==> src/gdt_pkg.sv <==
// gdt_pkg: shared types and constants of the glitch-hardened delay timer
// no dependencies; used by glitch_hardened_delay_timer
`timescale 1ns / 1ps

package gdt_pkg;

  // tolerance multiplier on the software budget
  localparam int unsigned TOLERANCE_MULT = 8;

  // hardware tick deltas above this count as a stale sample
  localparam logic [31:0] DELTA_MAX   = 32'd1000;
  // slack added to the scaled target before a timing fault
  localparam logic [31:0] LIMIT_SLACK = 32'd1001;
  // longest sleep requested in one iteration
  localparam logic [31:0] SLEEP_MAX   = 32'd50;
  // scale factor as a 32-bit operand
  localparam logic [31:0] LIMIT_MULT  = 32'(TOLERANCE_MULT);
  // largest delay that keeps target*mult+slack inside 32 bits
  localparam logic [31:0] WAIT_CAP    =
    32'((64'hFFFF_FFFF - 64'd1001) / TOLERANCE_MULT);

  // input word kinds
  localparam logic KIND_START = 1'b0;
  localparam logic KIND_TICK  = 1'b1;

  // result status codes
  localparam logic [2:0] ST_STARTED = 3'd0;
  localparam logic [2:0] ST_SLEEP   = 3'd1;
  localparam logic [2:0] ST_DONE    = 3'd2;
  localparam logic [2:0] ST_TIMING  = 3'd3;
  localparam logic [2:0] ST_GLITCH  = 3'd4;
  localparam logic [2:0] ST_IGNORED = 3'd5;

  // timer phase
  typedef enum logic [2:0] {
    PH_IDLE = 3'b001,
    PH_RUN  = 3'b010,
    PH_HALT = 3'b100
  } phase_t;

  // input word
  typedef struct packed {
    logic        kind;
    logic [31:0] wait_ms;
    logic [31:0] tick_now;
  } in_word_t;

  // result word
  typedef struct packed {
    logic [2:0] status;
    logic [5:0] sleep_ms;
    logic       kick_watchdog;
  } out_word_t;

endpackage

==> src/glitch_hardened_delay_timer.sv <==
// glitch_hardened_delay_timer: delay loop with redundant software accounting
// depends on gdt_pkg
`timescale 1ns / 1ps

// Glitch-hardened delay timer. A start word loads a delay (capped so that
// delay*TOLERANCE_MULT+1001 fits in 32 bits) and the current tick, or reports
// done if the delay is zero; each tick word while running kicks the watchdog,
// accumulates the hardware tick delta and either reports done, a timing fault,
// a glitch fault or a sleep request of up to 50 ms. A fault halts the timer until
// reset; every word gives one result. Each word is decided in the cycle it is
// accepted, so one word per cycle is taken while the skid register is empty;
// a two-entry buffer (result plus skid register) absorbs a stalled result side.
module glitch_hardened_delay_timer (
  input  logic               clk,
  input  logic               rst_n,
  input  logic               in_valid,
  output logic               in_ready,
  input  gdt_pkg::in_word_t  in_data,
  output logic               out_valid,
  input  logic               out_ready,
  output gdt_pkg::out_word_t out_data
);

  // state
  gdt_pkg::phase_t    phase_r, phase_nxt;
  logic [31:0]        target_r, target_nxt;
  logic [31:0]        prev_tick_r, prev_tick_nxt;
  logic [31:0]        hw_elapsed_r, hw_elapsed_nxt;
  logic [31:0]        sw_total_r, sw_total_nxt;
  logic [31:0]        sw_inv_r, sw_inv_nxt;
  logic [31:0]        sw_limit_r, sw_limit_nxt;

  // output buffer
  logic               out_valid_r, skid_valid_r;
  gdt_pkg::out_word_t out_r, skid_r;
  gdt_pkg::out_word_t res;

  logic               acc;
  logic [31:0]        tgt_capped;
  logic [31:0]        delta;
  logic [31:0]        hw_sum;
  logic [31:0]        remaining;
  logic [31:0]        step;
  logic [31:0]        sw_sum;
  logic [31:0]        inv_diff;

  assign in_ready  = !skid_valid_r;
  assign acc       = in_valid && in_ready;
  assign out_valid = out_valid_r;
  assign out_data  = out_r;

  // datapath terms
  assign tgt_capped = (in_data.wait_ms > gdt_pkg::WAIT_CAP) ? gdt_pkg::WAIT_CAP
                                                            : in_data.wait_ms;
  assign delta      = ((in_data.tick_now - prev_tick_r) > gdt_pkg::DELTA_MAX) ? 32'd0
                      : (in_data.tick_now - prev_tick_r);
  assign hw_sum     = hw_elapsed_r + delta;
  assign remaining  = (target_r > sw_total_r) ? (target_r - sw_total_r) : 32'd1;
  assign step       = (remaining > gdt_pkg::SLEEP_MAX) ? gdt_pkg::SLEEP_MAX : remaining;
  assign sw_sum     = sw_total_r + step;
  assign inv_diff   = sw_inv_r - step;

  // decision for one word
  always_comb begin
    phase_nxt      = phase_r;
    target_nxt     = target_r;
    prev_tick_nxt  = prev_tick_r;
    hw_elapsed_nxt = hw_elapsed_r;
    sw_total_nxt   = sw_total_r;
    sw_inv_nxt     = sw_inv_r;
    sw_limit_nxt   = sw_limit_r;
    res.status        = gdt_pkg::ST_IGNORED;
    res.sleep_ms      = 6'd0;
    res.kick_watchdog = 1'b0;
    if (phase_r == gdt_pkg::PH_HALT) begin
      res.status = gdt_pkg::ST_IGNORED;
    end else if (in_data.kind == gdt_pkg::KIND_START) begin
      if (in_data.wait_ms == 32'd0) begin
        phase_nxt  = gdt_pkg::PH_IDLE;
        res.status = gdt_pkg::ST_DONE;
      end else begin
        target_nxt     = tgt_capped;
        prev_tick_nxt  = in_data.tick_now;
        hw_elapsed_nxt = 32'd0;
        sw_total_nxt   = 32'd0;
        sw_inv_nxt     = 32'hFFFF_FFFF;
        sw_limit_nxt   = tgt_capped * gdt_pkg::LIMIT_MULT + gdt_pkg::LIMIT_SLACK;
        phase_nxt      = gdt_pkg::PH_RUN;
        res.status     = gdt_pkg::ST_STARTED;
      end
    end else if (phase_r == gdt_pkg::PH_RUN) begin
      res.kick_watchdog = 1'b1;
      hw_elapsed_nxt    = hw_sum;
      prev_tick_nxt     = in_data.tick_now;
      if (hw_sum >= target_r && sw_total_r >= target_r) begin
        phase_nxt  = gdt_pkg::PH_IDLE;
        res.status = gdt_pkg::ST_DONE;
      end else if (sw_total_r > sw_limit_r) begin
        phase_nxt  = gdt_pkg::PH_HALT;
        res.status = gdt_pkg::ST_TIMING;
      end else begin
        sw_total_nxt = sw_sum;
        sw_inv_nxt   = inv_diff;
        if (sw_sum != ~inv_diff) begin
          phase_nxt  = gdt_pkg::PH_HALT;
          res.status = gdt_pkg::ST_GLITCH;
        end else begin
          res.status   = gdt_pkg::ST_SLEEP;
          res.sleep_ms = step[5:0];
        end
      end
    end
  end

  // timer state
  always_ff @(posedge clk) begin
    if (!rst_n) begin
      phase_r      <= gdt_pkg::PH_IDLE;
      target_r     <= 32'd0;
      prev_tick_r  <= 32'd0;
      hw_elapsed_r <= 32'd0;
      sw_total_r   <= 32'd0;
      sw_inv_r     <= 32'hFFFF_FFFF;
      sw_limit_r   <= 32'd0;
    end else if (acc) begin
      phase_r      <= phase_nxt;
      target_r     <= target_nxt;
      prev_tick_r  <= prev_tick_nxt;
      hw_elapsed_r <= hw_elapsed_nxt;
      sw_total_r   <= sw_total_nxt;
      sw_inv_r     <= sw_inv_nxt;
      sw_limit_r   <= sw_limit_nxt;
    end
  end

  // result register with skid
  always_ff @(posedge clk) begin
    if (!rst_n) begin
      out_valid_r  <= 1'b0;
      skid_valid_r <= 1'b0;
    end else if (out_valid_r && !out_ready) begin
      if (acc) begin
        skid_valid_r <= 1'b1;
      end
    end else if (skid_valid_r) begin
      out_valid_r  <= 1'b1;
      skid_valid_r <= acc;
    end else begin
      out_valid_r <= acc;
    end
  end

  // result payload
  always_ff @(posedge clk) begin
    if (out_valid_r && !out_ready) begin
      if (acc) begin
        skid_r <= res;
      end
    end else if (skid_valid_r) begin
      out_r <= skid_r;
      if (acc) begin
        skid_r <= res;
      end
    end else begin
      out_r <= res;
    end
  end

  // skid register only fills behind a waiting result
  a_skid_behind_out: assert property (@(posedge clk) disable iff (!rst_n)
    skid_valid_r |-> out_valid_r)
    else $error("skid word without result word");

  // redundant totals agree whenever running
  a_twin_consistent: assert property (@(posedge clk) disable iff (!rst_n)
    phase_r == gdt_pkg::PH_RUN |-> sw_total_r == ~sw_inv_r)
    else $error("software totals disagree while running");

  // a running target is nonzero and within the cap
  a_target_range: assert property (@(posedge clk) disable iff (!rst_n)
    phase_r == gdt_pkg::PH_RUN |-> (target_r != 32'd0 && target_r <= gdt_pkg::WAIT_CAP))
    else $error("running target out of range");

  // a halted timer ignores every word and keeps halting
  a_halt_sticky: assert property (@(posedge clk) disable iff (!rst_n)
    (acc && phase_r == gdt_pkg::PH_HALT) |->
      (res.status == gdt_pkg::ST_IGNORED && phase_nxt == gdt_pkg::PH_HALT))
    else $error("halted timer responded");

endmodule
==> config.mk <==
export PLATFORM = sky130hd
export DESIGN_NAME = glitch_hardened_delay_timer
export DESIGN_NICKNAME = d
export VERILOG_FILES = /design/src/gdt_pkg.sv /design/src/glitch_hardened_delay_timer.sv
export SDC_FILE = /design/constraint.sdc
export NUM_CORES = 1
export LEC_CHECK = 0
export ABC_CLOCK_PERIOD_IN_PS = 20700
export BUFFER_PORTS_ARGS = -buffer_cell sky130_fd_sc_hd__buf_2
export CAP_MARGIN = 40
export CORE_UTILIZATION = 52
export DETAILED_ROUTE_END_ITERATION = 7
export PLACE_DENSITY = 0.73
export SETUP_SLACK_MARGIN = 0.3
export SLEW_MARGIN = 30
export SYNTH_ARGS = -nofsm -noshare
export SYNTH_HDL_FRONTEND = slang
export SYNTH_SLANG_ARGS = --single-unit
==> constraint.sdc <==
create_clock -name clk -period 20.7 [get_ports clk]
set_clock_uncertainty 0.15 [all_clocks]
set_input_delay 2.07 -clock clk [delete_from_list [all_inputs] [get_ports clk]]
set_output_delay 2.07 -clock clk [all_outputs]
set_load 0.02 [all_outputs]
# == Word-level counts from Yosys, hierarchy flattened ==
# Cells that the tools add are included.
# Widths: inputs -> output; s select.
# word_totals
word_cells,97
in_bits,69
regBits,217
out_inout_bits,12
# classes
magnitude_cmp,7
addsub,6
bitwise,4
muxes,45
n_eq_ne,9
reduce_logical,11
# op_table
cell,n
$mux 32,19
$sub 32x32->32,3
$add 32x32->32,2
$ge 32x32->1,2
$gt 32x32->1,2
$mux 10,5
$add 32x10->32 const B,1
$gt 32x10->1 const B,1
$gt 32x29->1 const B,1
$gt 32x6->1 const B,1
$logic_not 32->1,1
$ne 32x32->1,1
$not 32->32,1
$mux 3,10
$mux 6,3
$mux 7,2
$reduce_and 4->1,3
$ne 2x2->1 const B,4
$reduce_and 6->1,1
$mux 1,4
$mux 2,2
$ne 4x1->1 const B,1
$eq 3x2->1 const B,1
$eq 3x3->1 const B,1
5 further kinds,10

# == Logic depth before layout (Yosys ltp) ==
# logic_depth
ltp_word,16
mapped_depth,43
depth_no_buf,41

# == Worst setup path before layout ==
# No wires, ideal clock.
# synth_timing
path_kind,input -> register
from,input port in_data[0] (netlist bit)
to,register sw_inv_r[31]
setup_slack_ns,10.220
path_buffers,2
setup_ns,0.129
required_ns,20.421
stages,41
arrival_time_ns,10.201
cell_sequence,inv_1 -> ha_1 -> fa_1 -> nand2b_1 -> a21boi_0 -> o21a_1 -> o31a_1 -> o211ai_1 -> a211oi_1 -> o21ai_1 -> a211oi_1 -> o21ai_0 -> a2111oi_1 -> nand4_1 -> nor4b_1 -> ha_1 -> inv_1 -> fa_1 -> [5 not listed] -> a221o_1 -> nand2_1 -> a31oi_1 -> a311o_1 -> xor2_1 -> ha_1 -> a21o_1 -> a21o_1 -> a21o_1 -> a211o_1 -> a21oi_1 -> a22oi_1 -> nor2_1 -> o21ai_1 -> clkbuf_1 -> buf_2 -> o32ai_1 -> nand2_1
# synth_between
elab_chain_cells,8
# synth_rtl
item,line_no,text
from (decl),glitch_hardened_delay_timer.sv:18,"input gdt_pkg::in_word_t in_data,"
$sub 32x32->32 *,"glitch_hardened_delay_timer.sv:55, glitch_hardened_delay_timer.sv:56",
$gt 32x10->1,glitch_hardened_delay_timer.sv:55,assign delta = ((in_data.tick_now - prev_tick_r) > gdt_pkg::DELTA_MAX) ? 32'd0
$mux 32 *,glitch_hardened_delay_timer.sv:55,
$add 32x32->32 *,glitch_hardened_delay_timer.sv:57,assign hw_sum = hw_elapsed_r + delta;
$ge 32x32->1 *,glitch_hardened_delay_timer.sv:95,if (hw_sum >= target_r && sw_total_r >= target_r) begin
$logic_and 1x1->1 *,glitch_hardened_delay_timer.sv:95,
$ne 2x2->1 (no source line) *,n/a,
$reduce_and 6->1 (no source line) *,n/a,
to (signal assigned),glitch_hardened_delay_timer.sv:131,sw_inv_r <= sw_inv_nxt;
to (decl),glitch_hardened_delay_timer.sv:30,"logic [31:0] sw_inv_r, sw_inv_nxt;"
# Every way passes the cells marked *; elsewhere a longest branch is shown, timed or not.
# A chain may end at the register's enable or synchronous reset.

# == Worst setup path after layout ==
# layout_timing
from,input port in_data[0] (netlist bit)
to,"register out_r, in the netlist out_data[5] (data pin)"
# layout_between
elab_chain_cells,11
# layout_rtl
item,line_no,text
$sub 32x32->32 *,"glitch_hardened_delay_timer.sv:55, glitch_hardened_delay_timer.sv:56",
$gt 32x10->1,glitch_hardened_delay_timer.sv:55,
$mux 32 *,glitch_hardened_delay_timer.sv:55,
$add 32x32->32 *,glitch_hardened_delay_timer.sv:57,
$ge 32x32->1 *,glitch_hardened_delay_timer.sv:95,
$logic_and 1x1->1 *,glitch_hardened_delay_timer.sv:95,
$mux 6 *,glitch_hardened_delay_timer.sv:95,
$mux 10 *,glitch_hardened_delay_timer.sv:91,end else if (phase_r == gdt_pkg::PH_RUN) begin
$mux 7 *,glitch_hardened_delay_timer.sv:77,end else if (in_data.kind == gdt_pkg::KIND_START) begin
$mux 7 *,glitch_hardened_delay_timer.sv:75,if (phase_r == gdt_pkg::PH_HALT) begin
$mux 10 *,glitch_hardened_delay_timer.sv:159,end else if (skid_valid_r) begin
to (signal assigned),glitch_hardened_delay_timer.sv:160,out_r <= skid_r;
to (signal assigned),glitch_hardened_delay_timer.sv:165,out_r <= res;
to (decl),glitch_hardened_delay_timer.sv:35,"gdt_pkg::out_word_t out_r, skid_r;"
# Marked as above.

==> results <==
- The critical path is of the in2reg type.
- The CTS clock-pin slew for the worst setup and hold paths is approximately 60 ps.
- The required time of the critical path is 20930 ps.
- The final hold violation count is 0.
- The number of DRC markers after the initial detailed-route iteration is 1414.
- Counting flops and latches in the post-synthesis netlist gives 215.
- The clock passes through at most 3 buffers.
- The number of buffers inserted by post-CTS setup repair is 0.
- The placeable core area is 37840 sq um.
- The first global-routing pass estimated 97.17 mm of wire.
- The routed via count is just under 20k.
- The net load switching power is 0.5277 mW.
- The residual antenna-violating net count after detailed routing is 0.
- The slowest stage of the critical path is the o31ai_1 cell.
- The start of the worst register-to-register path is prev_tick_r[0]$_SDFFE_PN0P_.
- Once the floorplan was initialized, standard cells occupied 53.16% of the core.
- For this design, the CTS-stage hold fixing added 0 buffers.
- The max-slew violation count was 0.
- The number of instances on the worst hold path is 2.
- Summed over all nets, the half-perimeter wirelength after detailed placement is between 40 and 50 mm.
- The share of final-layout standard cells stronger than drive strength 1 is approximately 6.5%.
- Input and output buffers added on the ports amount to 80.
- The root buffer cell chosen for the clock tree is clkbuf_16.
- The flow ran to the end, and the final reports show no timing, DRC or antenna violations.
- Setup repair after global routing left no endpoint under its margin.
- On the worst path, the slowest cell contributes a delay of 520 ps.
- Entering global routing, the biggest net connects 117 pins.
- The die covers slightly below 40000 sq um.
- The average instance area after synthesis is 7.512 sq um.
- The cell area power density is 68.88 nW/um^2.
- The last weighted congestion value of the routability-driven placer is a little under 1.
- The clock latency on the worst-skew pair is 580 ps.
- The number of antenna diodes in the final layout is 0.
- The number of clock buffers added by TritonCTS is 28.
- Counting both buffers and inverters, the worst setup path holds a total of 3.
- Counting buffers and inverters, the worst setup path is roughly 40 cells deep.
- In this run, flip-flops and latches consume between 20% and 30% of the power.
- The remaining design rule violation count is 0.
- Of the total power, the share spent switching nets is between 30 and 40%.
- The share of flip-flops with an asynchronous set or reset is 0%.
- In this run the worst setup path begins at in_data[0].
- The number of global-route vias before repair came to around 18k.
- The number of antenna violations at the first check in global routing is 0.
- The most used flip-flop cell after synthesis is dfxtp_1.
- The floorplan step set the die height to slightly below 200 microns.
- The startpoint of the worst hold path is sw_limit_r[22]$_SDFFE_PN0P_.
- Across the VDD grid, the largest voltage drop is a little under 0.06 mV.
- Data on the critical path arrives at its endpoint at 12160 ps.
- The cell-internal power is 1.002 mW.
- Sequential elements use 22.39% of the synthesized area.
- 81 I/O pins were placed.
- The TritonCTS clock tree is built.
- For this run the aggregate overflow at the end of global routing stands at 0.
- From synthesis to final layout, the design area changed by 10.40%.
- The number of levels the H-tree was split into is 1.
- The smallest clock period supported by the final layout is computed as 11920 ps.
- The cell family contributing the most delay on the critical path is compound AO/OA/AOI/OAI gates.
- Timing would allow up to 83.87 MHz.
- Of the total power, the clock network draws 37.3%.
- The count of distinct cell types in the synthesized netlist is 91.
- Of all nets on the critical path, the largest fanout is 9.
- The analysis attributes to cell leakage a power of between 9 and 10 nW.
- The worst hold margin is 311.2 ps.
- Of the total power, combinational logic draws 32.8%.
- The total wire length is 61.22 mm.
- The cell count after synthesis is 2678.
- The launching element type of the critical path is an input pin.
- The number of nets in the final layout is 3047.
- The number of placement rows is 71.
- The transition at the pin with the smallest max-transition slack is 863.0 ps.
- STA classifies the critical path endpoint as a flip-flop.
- The setup violation total in the final timing report is 0.
- After detailed routing, the average wire length per cell comes to 18.64 microns.
- The total negative slack is 0 ps.
- In this run the cell area of the synthesized design comes to 20120 sq um.
- The synthesized design contains 20 enable-type register cells.
- The headroom to the max-slew limit is a little over two fifths.
- The die is 198.7 microns wide.
- The number of maximum-capacitance violations is 0.
- Counting every sink on the clock net gives 215.
- The portion of the clock cycle consumed by the worst path in the final layout is roughly 58%.
- The worst reg-to-reg path cell count is 39.
- The aggregate global-route resource usage is a little under a third.
- The first TritonRoute pass finished after 8 iterations.
- The path class of the tightest hold or removal check is reg2reg.
- The count of warnings emitted by yosys is 0.
- The post-cts sizing count is 0.
- The via density per instance is 6.010.
final cells by class:
| class | count | area (sq um) |
|---|---|---|
| Tap cell | 511 | 639.4 |
| Clock buffer | 35 | 799.5 |
| Sequential cell | 215 | 4504 |
| Timing Repair Buffer | 94 | 549.3 |
| Inverter | 182 | 683.2 |
| Multi-Input combinational cell | 2233 | 14770 |
| Fill cell | 3599 | 15630 |
| Clock inverter | 14 | 269.0 |
per-layer routing:
| layer | routed length, microns | track usage [%] | part of all wire (%) |
|---|---|---|---|
| met2 | 27980 | 51.30 | 46 |
| met5 | 0 | 0 | 0 |
| met3 | 3406 | 3.917 | 5.6 |
| met4 | 2093 | 10.09 | 3.4 |
| met1 | 27740 | 40.60 | 45 |
cell families (layout without fill, tap and decap cells):
| kind of cell | after synthesis | in the layout | share of synthesized area (%) |
|---|---|---|---|
| buffers and inverters | 299 | 325 | 5.697 |
| multiplexers | 15 | 15 | 0.7525 |
| flip-flops | 215 | 215 | 22.39 |
| AO/OA/AOI/OAI | 803 | 803 | 26.39 |
| XOR/XNOR | 151 | 151 | 6.642 |
| AND/OR/NAND/NOR | 969 | 969 | 23.98 |
| other | 2 | 71 | 0.03733 |
| adder cells (fa/ha/maj) | 224 | 224 | 14.12 |
Yosys cell counts (all sizes together), types with 83 or more instances:
| library cell | count | area (sq um) |
|---|---|---|
| a21o | 92 | 690.7 |
| a21oi | 182 | 914.6 |
| inv | 181 | 679.4 |
| dfxtp | 195 | 3904 |
| nand3 | 103 | 515.5 |
| xnor2 | 93 | 814.5 |
| o21ai | 173 | 865.8 |
| nor2 | 177 | 664.4 |
| clkbuf | 93 | 349.1 |
| a21boi | 83 | 623.1 |
| ha | 219 | 2740 |
| nand2 | 293 | 1100 |
layout by cell type, fill, tap and decap left out, drive strengths merged, types with 13 or more instances in the layout:
cell type	Yosys	routed
o21ai	173	173
nor2b	56	56
buf	24	94
edfxtp	20	20
and2	26	26
a21boi	83	83
nand3b	13	13
nand4	43	43
conb	2	71
nand2	293	293
o211ai	19	19
ha	219	219
clkbuf	93	35
xnor2	93	93
a31oi	27	27
nor3b	15	15
a22oi	38	38
a21o	92	92
o31ai	22	22
nor4	24	24
a21oi	182	182
o21a	24	24
a211oi	18	18
nand3	103	103
mux2i	14	14
xor2	57	57
nor2	177	177
o21bai	17	17
or3	22	22
and3	24	24
dfxtp	195	195
inv	181	181
nand2b	48	48
nor3	80	80
flip-flops by register name, indices dropped and copies added (netlist names):
name and cells:
target_r 32, sw_inv_r 32, out_data 10, skid_valid_r 1
sw_total_r 32, prev_tick_r 32, sw_limit_r 30, hw_elapsed_r 32
out_valid 1, skid_r 10, phase_r 3
power by group through the flow:
stage	sequential [mW]	combinational, mW	clock (mW)
after floorplan	0.460	0.369	0
after global placement	0.466	0.480	0
after detailed placement	0.467	0.489	0
after CTS	0.458	0.492	0.579
after global routing	0.460	0.554	0.596
final	0.458	0.501	0.570
worst min-delay path, cell delays in order (launching register included):
cell	delay [ps]
dfxtp_1	300
nand2_1	50
a21boi_0	60
stage by stage:
stage / cells / total power, mW / util (%) / area, sq um / worst slack, ps
final: 3284 / 1.530 / 58.69 / 22210 / 8776
after global routing: 3284 / 1.610 / 58.69 / 22210 / 7881
after CTS: 3281 / 1.529 / 58.58 / 22170 / 8872
after detailed placement: 3232 / 0.9552 / 55.76 / 21100 / 8273
after global placement: 3231 / 0.9459 / 55.62 / 21050 / 8565
after floorplan: 2747 / 0.8289 / - / 20380 / 10220
path summary, 6_finish.rpt:
path                                      end  slack [ps]
setup / recovery        out_data[5]$_DFFE_PN_        8780
hold / removal    sw_limit_r[22]$_SDFFE_PN0P_         310
setup reg to reg        out_data[5]$_DFFE_PN_       10100
hold reg to reg   sw_limit_r[22]$_SDFFE_PN0P_         310
No activity file was read; power rests on OpenSTA's default activity.
